[src/rtl/core/stpq_pkg.sv]
// ----------------------------------------------------------------------------
// stpq_pkg
// types and codes shared by the sorted time priority queue core and its cells
// ----------------------------------------------------------------------------
package stpq_pkg;

  localparam logic [1:0] ACT_INSERT = 2'd0;
  localparam logic [1:0] ACT_QUERY  = 2'd1;
  localparam logic [1:0] ACT_POP    = 2'd2;
  localparam logic [1:0] ACT_SPARE  = 2'd3;

  localparam logic [1:0] ERR_NONE  = 2'd0;
  localparam logic [1:0] ERR_FULL  = 2'd1;
  localparam logic [1:0] ERR_EMPTY = 2'd2;

  typedef struct packed {
    logic [1:0]  action;
    logic [15:0] key_time;
    logic [15:0] entry_id;
    logic [15:0] now_time;
  } cmd_t;

  typedef struct packed {
    logic [15:0] head_key;
    logic [15:0] head_ident;
    logic        due;
    logic [4:0]  fill;
    logic [1:0]  error;
  } res_t;

  typedef struct packed {
    logic insert_en;
    logic pop_en;
  } cell_ctrl_t;

endpackage

[src/rtl/core/sorted_time_priority_queue_core.sv]
// ----------------------------------------------------------------------------
// sorted_time_priority_queue_core
// bounded queue of (key, id) entries kept in ascending key order in a chain
// of cells; insert, due query and pop, one result per command
// ----------------------------------------------------------------------------
//  channel   dir   payload   handshake
//  cmd       in    cmd_t     cmd_valid / cmd_stall
//  res       out   res_t     res_valid / res_stall
//
//  one command per cycle when cmd_stall is low; its result appears in the
//  output register on the next cycle, set by the single compare-and-shift
//  step of the cell chain; rst clears the occupancy count and the output
//  valid; cells hold no reset; cmd_stall is high while a result waits in
//  the output register and res_stall is high
// ----------------------------------------------------------------------------
module sorted_time_priority_queue_core #(
  parameter int DEPTH     = 16,
  parameter int KEY_WIDTH = 16
) (
  input  logic            clk,
  input  logic            rst,
  input  logic            cmd_valid,
  output logic            cmd_stall,
  input  stpq_pkg::cmd_t  cmd,
  output logic            res_valid,
  input  logic            res_stall,
  output stpq_pkg::res_t  res
);
  import stpq_pkg::*;

  localparam int CNT_W = $clog2(DEPTH + 1);
  localparam int CW    = (KEY_WIDTH > 16) ? KEY_WIDTH : 16;

  logic [CNT_W-1:0]     count;
  logic [CNT_W-1:0]     count_next;
  logic                 accept;
  logic                 full;
  logic                 empty;
  logic                 is_insert;
  logic                 is_pop;
  logic [KEY_WIDTH-1:0] new_key;
  cell_ctrl_t           ctrl;
  res_t                 res_next;
  logic [KEY_WIDTH-1:0] after_key;
  logic [KEY_WIDTH-1:0] show_key;
  logic [15:0]          show_ident;

  logic [KEY_WIDTH-1:0] cell_key   [DEPTH];
  logic [15:0]          cell_ident [DEPTH];
  logic [DEPTH-1:0]     cell_place;

  assign cmd_stall = res_valid && res_stall;
  assign accept    = cmd_valid && !cmd_stall;
  assign full      = (count == CNT_W'(DEPTH));
  assign empty     = (count == '0);
  assign is_insert = (cmd.action == ACT_INSERT);
  assign is_pop    = (cmd.action == ACT_POP);
  assign new_key   = KEY_WIDTH'(cmd.key_time);

  assign ctrl.insert_en = accept && is_insert && !full;
  assign ctrl.pop_en    = accept && is_pop && !empty;

  genvar g;
  generate
    for (g = 0; g < DEPTH; g++) begin : g_cell
      logic [KEY_WIDTH-1:0] l_key;
      logic [15:0]          l_ident;
      logic                 l_place;
      logic [KEY_WIDTH-1:0] r_key;
      logic [15:0]          r_ident;
      if (g == 0) begin : g_head
        assign l_key   = cell_key[g];
        assign l_ident = cell_ident[g];
        assign l_place = 1'b0;
      end else begin : g_mid
        assign l_key   = cell_key[g-1];
        assign l_ident = cell_ident[g-1];
        assign l_place = cell_place[g-1];
      end
      if (g == DEPTH - 1) begin : g_tail
        assign r_key   = cell_key[g];
        assign r_ident = cell_ident[g];
      end else begin : g_body
        assign r_key   = cell_key[g+1];
        assign r_ident = cell_ident[g+1];
      end
      stpq_cell #(
        .KEY_WIDTH (KEY_WIDTH),
        .CNT_W     (CNT_W),
        .IDX       (g)
      ) u_cell (
        .clk         (clk),
        .ctrl        (ctrl),
        .new_key     (new_key),
        .new_ident   (cmd.entry_id),
        .fill        (count),
        .left_key    (l_key),
        .left_ident  (l_ident),
        .left_place  (l_place),
        .right_key   (r_key),
        .right_ident (r_ident),
        .key         (cell_key[g]),
        .ident       (cell_ident[g]),
        .place       (cell_place[g])
      );
    end
  endgenerate

  always_comb begin
    count_next = count;
    show_key   = '0;
    show_ident = '0;
    after_key  = cell_key[0];
    res_next.error = ERR_NONE;
    if (is_insert) begin
      if (full) begin
        res_next.error = ERR_FULL;
      end else begin
        count_next = count + CNT_W'(1);
      end
      if (!full && cell_place[0]) begin
        after_key  = new_key;
        show_key   = new_key;
        show_ident = cmd.entry_id;
      end else if (!empty) begin
        show_key   = cell_key[0];
        show_ident = cell_ident[0];
      end
    end else if (is_pop) begin
      after_key = cell_key[1];
      if (empty) begin
        res_next.error = ERR_EMPTY;
      end else begin
        count_next = count - CNT_W'(1);
        show_key   = cell_key[0];
        show_ident = cell_ident[0];
      end
    end else if (!empty) begin
      show_key   = cell_key[0];
      show_ident = cell_ident[0];
    end
    res_next.head_key   = 16'(show_key);
    res_next.head_ident = show_ident;
    res_next.fill       = 5'(count_next);
    res_next.due        = (count_next != '0) && (CW'(after_key) <= CW'(cmd.now_time));
  end

  always_ff @(posedge clk) begin
    if (rst) begin
      count     <= '0;
      res_valid <= 1'b0;
    end else begin
      if (accept) begin
        count     <= count_next;
        res_valid <= 1'b1;
      end else if (!res_stall) begin
        res_valid <= 1'b0;
      end
    end
  end

  always_ff @(posedge clk) begin
    if (accept) begin
      res <= res_next;
    end
  end

  a_count_bound: assert property (@(posedge clk) disable iff (rst)
    count <= CNT_W'(DEPTH))
    else $error("occupancy above depth");

  a_full_err: assert property (@(posedge clk) disable iff (rst)
    res_valid && (res.error == ERR_FULL) |-> full)
    else $error("full refusal while not full");

  a_fill_match: assert property (@(posedge clk) disable iff (rst)
    res_valid |-> (res.fill == 5'(count)))
    else $error("reported fill differs from occupancy");

  a_empty_not_due: assert property (@(posedge clk) disable iff (rst)
    res_valid && empty |-> !res.due)
    else $error("due reported on empty queue");

  a_count_step: assert property (@(posedge clk) disable iff (rst)
    accept |=> (count == $past(count)) || (count == $past(count) + CNT_W'(1)) ||
               (count == $past(count) - CNT_W'(1)))
    else $error("occupancy moved by more than one");

endmodule

[src/rtl/core/stpq_cell.sv]
// ----------------------------------------------------------------------------
// stpq_cell
// one slot of the sorted chain: holds a key and an id, compares against the
// incoming key and shifts right on insert or left on pop
// ----------------------------------------------------------------------------
module stpq_cell #(
  parameter int KEY_WIDTH = 16,
  parameter int CNT_W     = 5,
  parameter int IDX       = 0
) (
  input  logic                  clk,
  input  stpq_pkg::cell_ctrl_t  ctrl,
  input  logic [KEY_WIDTH-1:0]  new_key,
  input  logic [15:0]           new_ident,
  input  logic [CNT_W-1:0]      fill,
  input  logic [KEY_WIDTH-1:0]  left_key,
  input  logic [15:0]           left_ident,
  input  logic                  left_place,
  input  logic [KEY_WIDTH-1:0]  right_key,
  input  logic [15:0]           right_ident,
  output logic [KEY_WIDTH-1:0]  key,
  output logic [15:0]           ident,
  output logic                  place
);
  import stpq_pkg::*;

  logic occupied;

  assign occupied = (CNT_W'(IDX) < fill);
  assign place    = !occupied || (key >= new_key);

  always_ff @(posedge clk) begin
    if (ctrl.insert_en && place) begin
      if (left_place) begin
        key   <= left_key;
        ident <= left_ident;
      end else begin
        key   <= new_key;
        ident <= new_ident;
      end
    end else if (ctrl.pop_en) begin
      key   <= right_key;
      ident <= right_ident;
    end
  end

endmodule

[config.mk]
export PLATFORM = sky130hd
export DESIGN_NAME = sorted_time_priority_queue_core
export DESIGN_NICKNAME = d
export VERILOG_FILES = /design/src/rtl/core/stpq_pkg.sv /design/src/rtl/core/sorted_time_priority_queue_core.sv /design/src/rtl/core/stpq_cell.sv
export SDC_FILE = /design/constraint.sdc
export NUM_CORES = 1
export LEC_CHECK = 0
export ABC_AREA = 1
export BUFFER_PORTS_ARGS = -buffer_cell sky130_fd_sc_hd__buf_2
export CORE_ASPECT_RATIO = 1.75
export CORE_MARGIN = 3
export CORE_UTILIZATION = 45
export CTS_BUF_LIST = sky130_fd_sc_hd__clkbuf_2 sky130_fd_sc_hd__clkbuf_4 sky130_fd_sc_hd__clkbuf_8
export DETAILED_ROUTE_END_ITERATION = 8
export PLACE_DENSITY_LB_ADDON = 0.12
export RECOVER_POWER = 25
export SLEW_MARGIN = 20
export SYNTH_ARGS = -nofsm -noshare
export SYNTH_HDL_FRONTEND = slang
export SYNTH_SLANG_ARGS = --single-unit
[constraint.sdc]
create_clock -name clk -period 5 [get_ports clk]
set_input_delay 0.25 -clock clk [delete_from_list [all_inputs] [get_ports clk]]
set_output_delay 0.25 -clock clk [all_outputs]
set_load 0.02 [all_outputs]
==> impl_metrics.yaml <==
floorplan:
  die_h_um: 393.2
  die_w_um: 227.3
  core_sq_um: 84680
  ios: 96
  dieArea_sq_um: 89380
  placementRows: 141
  initial_core_util_pct: 45.54
power_and_ir_drop:
  powerDensity_nw_per_um2: 300.0
  p_comb_share_pct: 21.6
  power_leakage_uw: 0.01991
  ir_drop_uv: 162.0
  p_switching_uw: 4072
  swShare_pct: 32.63
  internal-power_uw: 8408
  power_frac_clock_pct: 32.3
  p_seq_share_pct: 46.1
logic_synthesis:
  synth_edf_count: 552
  synth_cells: 5007
  synth_seq_area_share_pct: 43.30
  syn-cell-area_sq_um: 38560
  synth_top_cell_by_area: "edfxtp_1"
  yosys-top-cells-count: "nand2_1 (1793), inv_1 (562), edfxtp_1 (552), nand3_1 (504), nand4_1 (424)"
  syn_nets: 5336
  synth_top_area_share_pct: 42.99
  yosysWarningCount: 0
  synth_seq_cells: 558
  async_reset_ff_share_pct: 0
  yosysMostFrequentCell: "nand2_1"
  ys_types: 41
  synth_flop_cell: "edfxtp_1"
  avgSynthCellArea_sq_um: 7.701
  synth_area_leaders: "edfxtp_1 (43%), nand2_1 (17%), ha_1 (8.9%)"
drt:
  drtIter0Drc: 1783
  routedWlPerCell_um: 18.09
  ant_nets: 0
  routed_wirelength_mm: 111.1
  vias: 32910
  drcViolationCount: 0
  drt_first_pass_iters: 5
  viasPerCell: 5.360
setup_path:
  crit_type: "reg2reg"
  endpoint_kind: "flip-flop"
  reg2reg_from: "count[1]"
  reg2reg_depth: 21
  critPathMaxStageDelay_ns: 0.50
  rrSetupSlack_ns: 0.82
  r2r-end: "res[7]"
  cp.required_ns: 5.61
  cp-start-kind: "flip-flop"
  cp_slowest_cell: "nand2_1"
  critical_path.endpoint: "res[7]"
  path_cells: "inv_1 -> ha_1 -> nand2_1 -> nor2_1 -> nand2_1 -> nand2_1 -> inv_1 -> nand2_1 -> buf_4 -> o21bai_1 -> nor2_1 -> ha_1 -> nand2_1 -> inv_1 -> nand3_1 -> a31oi_1 -> nor3_1 -> nand3_1 -> nand2_1 -> nand2_1 -> inv_1"
  critPathArrivalTime_ns: 4.80
  cp_common_cell: "nand2_1"
  cp_max_fo: 22
  crit_start: "count[1]"
place:
  port_buffers: 95
  hpwlAfterDp_mm: 85.79
  place_inst: 5964
  gp_congestion: 0.8792
sta:
  hold_viol: 0
  setup_tns_ns: 0
  rsz0062_at_grt: "no"
  relSlewSlack_pct: -67.83
  clock.fmax_ghz: 0.2391
  report.final.slew_viol_count: 89
  setup_viol: 0
  max_slew.worst_pin.slew_ns: 2.517
  finalCritPeriodShare_pct: 83.66
  finalClockSkew_ns: 0.02569
  final.min_clock_period_ns: 4.183
grt:
  grt_max_degree: 65
  grt_pass1_vias: 33720
  grtUsageTotal_pct: 24.92
  grt_pass1_wl_mm: 177.6
  grt_antenna_before_repair: 1
  globalRouteOverflowTotal: 0
flow_run:
  cap_violations: 2
final_layout:
  fin_nets: 5329
  instances_no_fill: 6139
  syn2layout_area_growth_pct: 7.882
  layout-drive-gt1-share_pct: 6.988
cts:
  clockBufferDepth: 3
  clock_latency_ns: 0.75
  cts-buffers-inserted: 90
  cts_resized: 0
  cts_setup_buffers: 0
  h-tree-depth: 3
  clk_pin_slew_worst_paths_ns: 0.06
  cts_tree: "yes"
  clock-sinks: 558
  root_buffer: "clkbuf_8"
min_path:
  hold_class: "in2reg"
run_status:
  violations: "capacitance limit, slew limit"
  outcome: "complete, but fails checks"
worst max-delay path, delay by kind of cell (launching register included):
family / cells / cell delay (ns)
compound gates: 2 / 0.16
fa+ha+maj: 2 / 0.50
flops: 1 / 0.37
buf+inv: 5 / 0.81
simple gates: 12 / 2.17
worst min-delay path by stage:
stage                    from   endpoint  slack [ns]  cells past startpoint
floorplan                 rst  res_valid        0.32                      1
global placement    res_valid  res_valid        0.47                      2
detailed placement  res_valid  res_valid        0.47                      2
CTS                   cmd[28]    res[20]        0.11                      3
global route          cmd[27]    res[19]        0.23                      3
finish                 cmd[0]     res[7]        0.20                      8
layer usage:
metal	track usage (%)	share of wire [%]	wire length, um	vias up
li1	-	-	-	16810
met2	51.11	57	63160	746
met5	0	0	0	-
met4	12.01	4.3	4758	0
met3	2.578	3.3	3627	250
met1	24.08	36	39510	15100
cells by family (layout without fill, tap and decap cells):
kind of cell,count (synthesis),after routing,synth area share (%)
buffers and inverters,935,994,9.718
DFF,558,558,43.30
adders and majority gates,275,275,8.923
xor gates and xnor gates,3,3,0.06815
and+or+nand+nor,2896,2896,33.25
AOI/OAI and AO/OA,340,340,4.741
other,0,1,0
power groups by stage:
stage               Combinational (uW)  Sequential (uW)  Clock [uW]
global route                      3070             5790        4320
finish                            2690             5760        4030
CTS                               2730             5750        4180
global placement                  2670             5850           0
floorplan                         1900             5840           0
detailed placement                2700             5850           0
what timing repair did:
action                     CTS  global route
setup endpoints to repair    0             0
hold endpoints to repair    20             0
hold buffers                16             0
registers in the layout, summed over array words and instances, names as in the netlist:
name,cells
count,5
g_cell.u_cell.ident,256
g_cell.u_cell.key,256
res,40
res_valid,1
cells in the final DEF, fill, tap and decap left out, types with 19 or more instances in the layout:
master	synthesis	final
nor3_1	29	29
ha_1	275	275
buf_2	62	51
clkbuf_8	0	92
buf_4	31	94
nand3_1	504	504
o21ai_1	81	53
nand2_1	1793	1797
inv_1	562	564
clkbuf_1	209	48
inv_2	22	19
clkbuf_4	0	30
edfxtp_1	552	552
nor2_1	110	110
clkinv_1	38	60
nand4_1	424	424
a21oi_1	111	98
o21ai_0	95	121
cell type report:
cell class | instances | area, sq um
Antenna cell | 1 | 2.502
Clock buffer | 122 | 1491
Clock inverter | 36 | 241.5
Fill cell | 8477 | 43080
Inverter | 624 | 2347
Multi-Input combinational cell | 3514 | 18160
Sequential cell | 558 | 16700
Tap cell | 1072 | 1341
Timing Repair Buffer | 212 | 1316
metrics by stage:
step,hold WS (ns),power [uW],util (%),area [sq um],setup slack (ns)
final,0.1960,12480,49.13,41600,0.8171
after global routing,0.2348,13180,49.13,41600,0.4537
after CTS,0.1143,12660,49.24,41690,1.081
after detailed placement,0.4745,8555,47.00,39800,1.046
after global placement,0.4709,8517,47.00,39800,1.062
after floorplan,0.3191,7742,-,38560,0.7383
(Power assumes the default switching activity.)
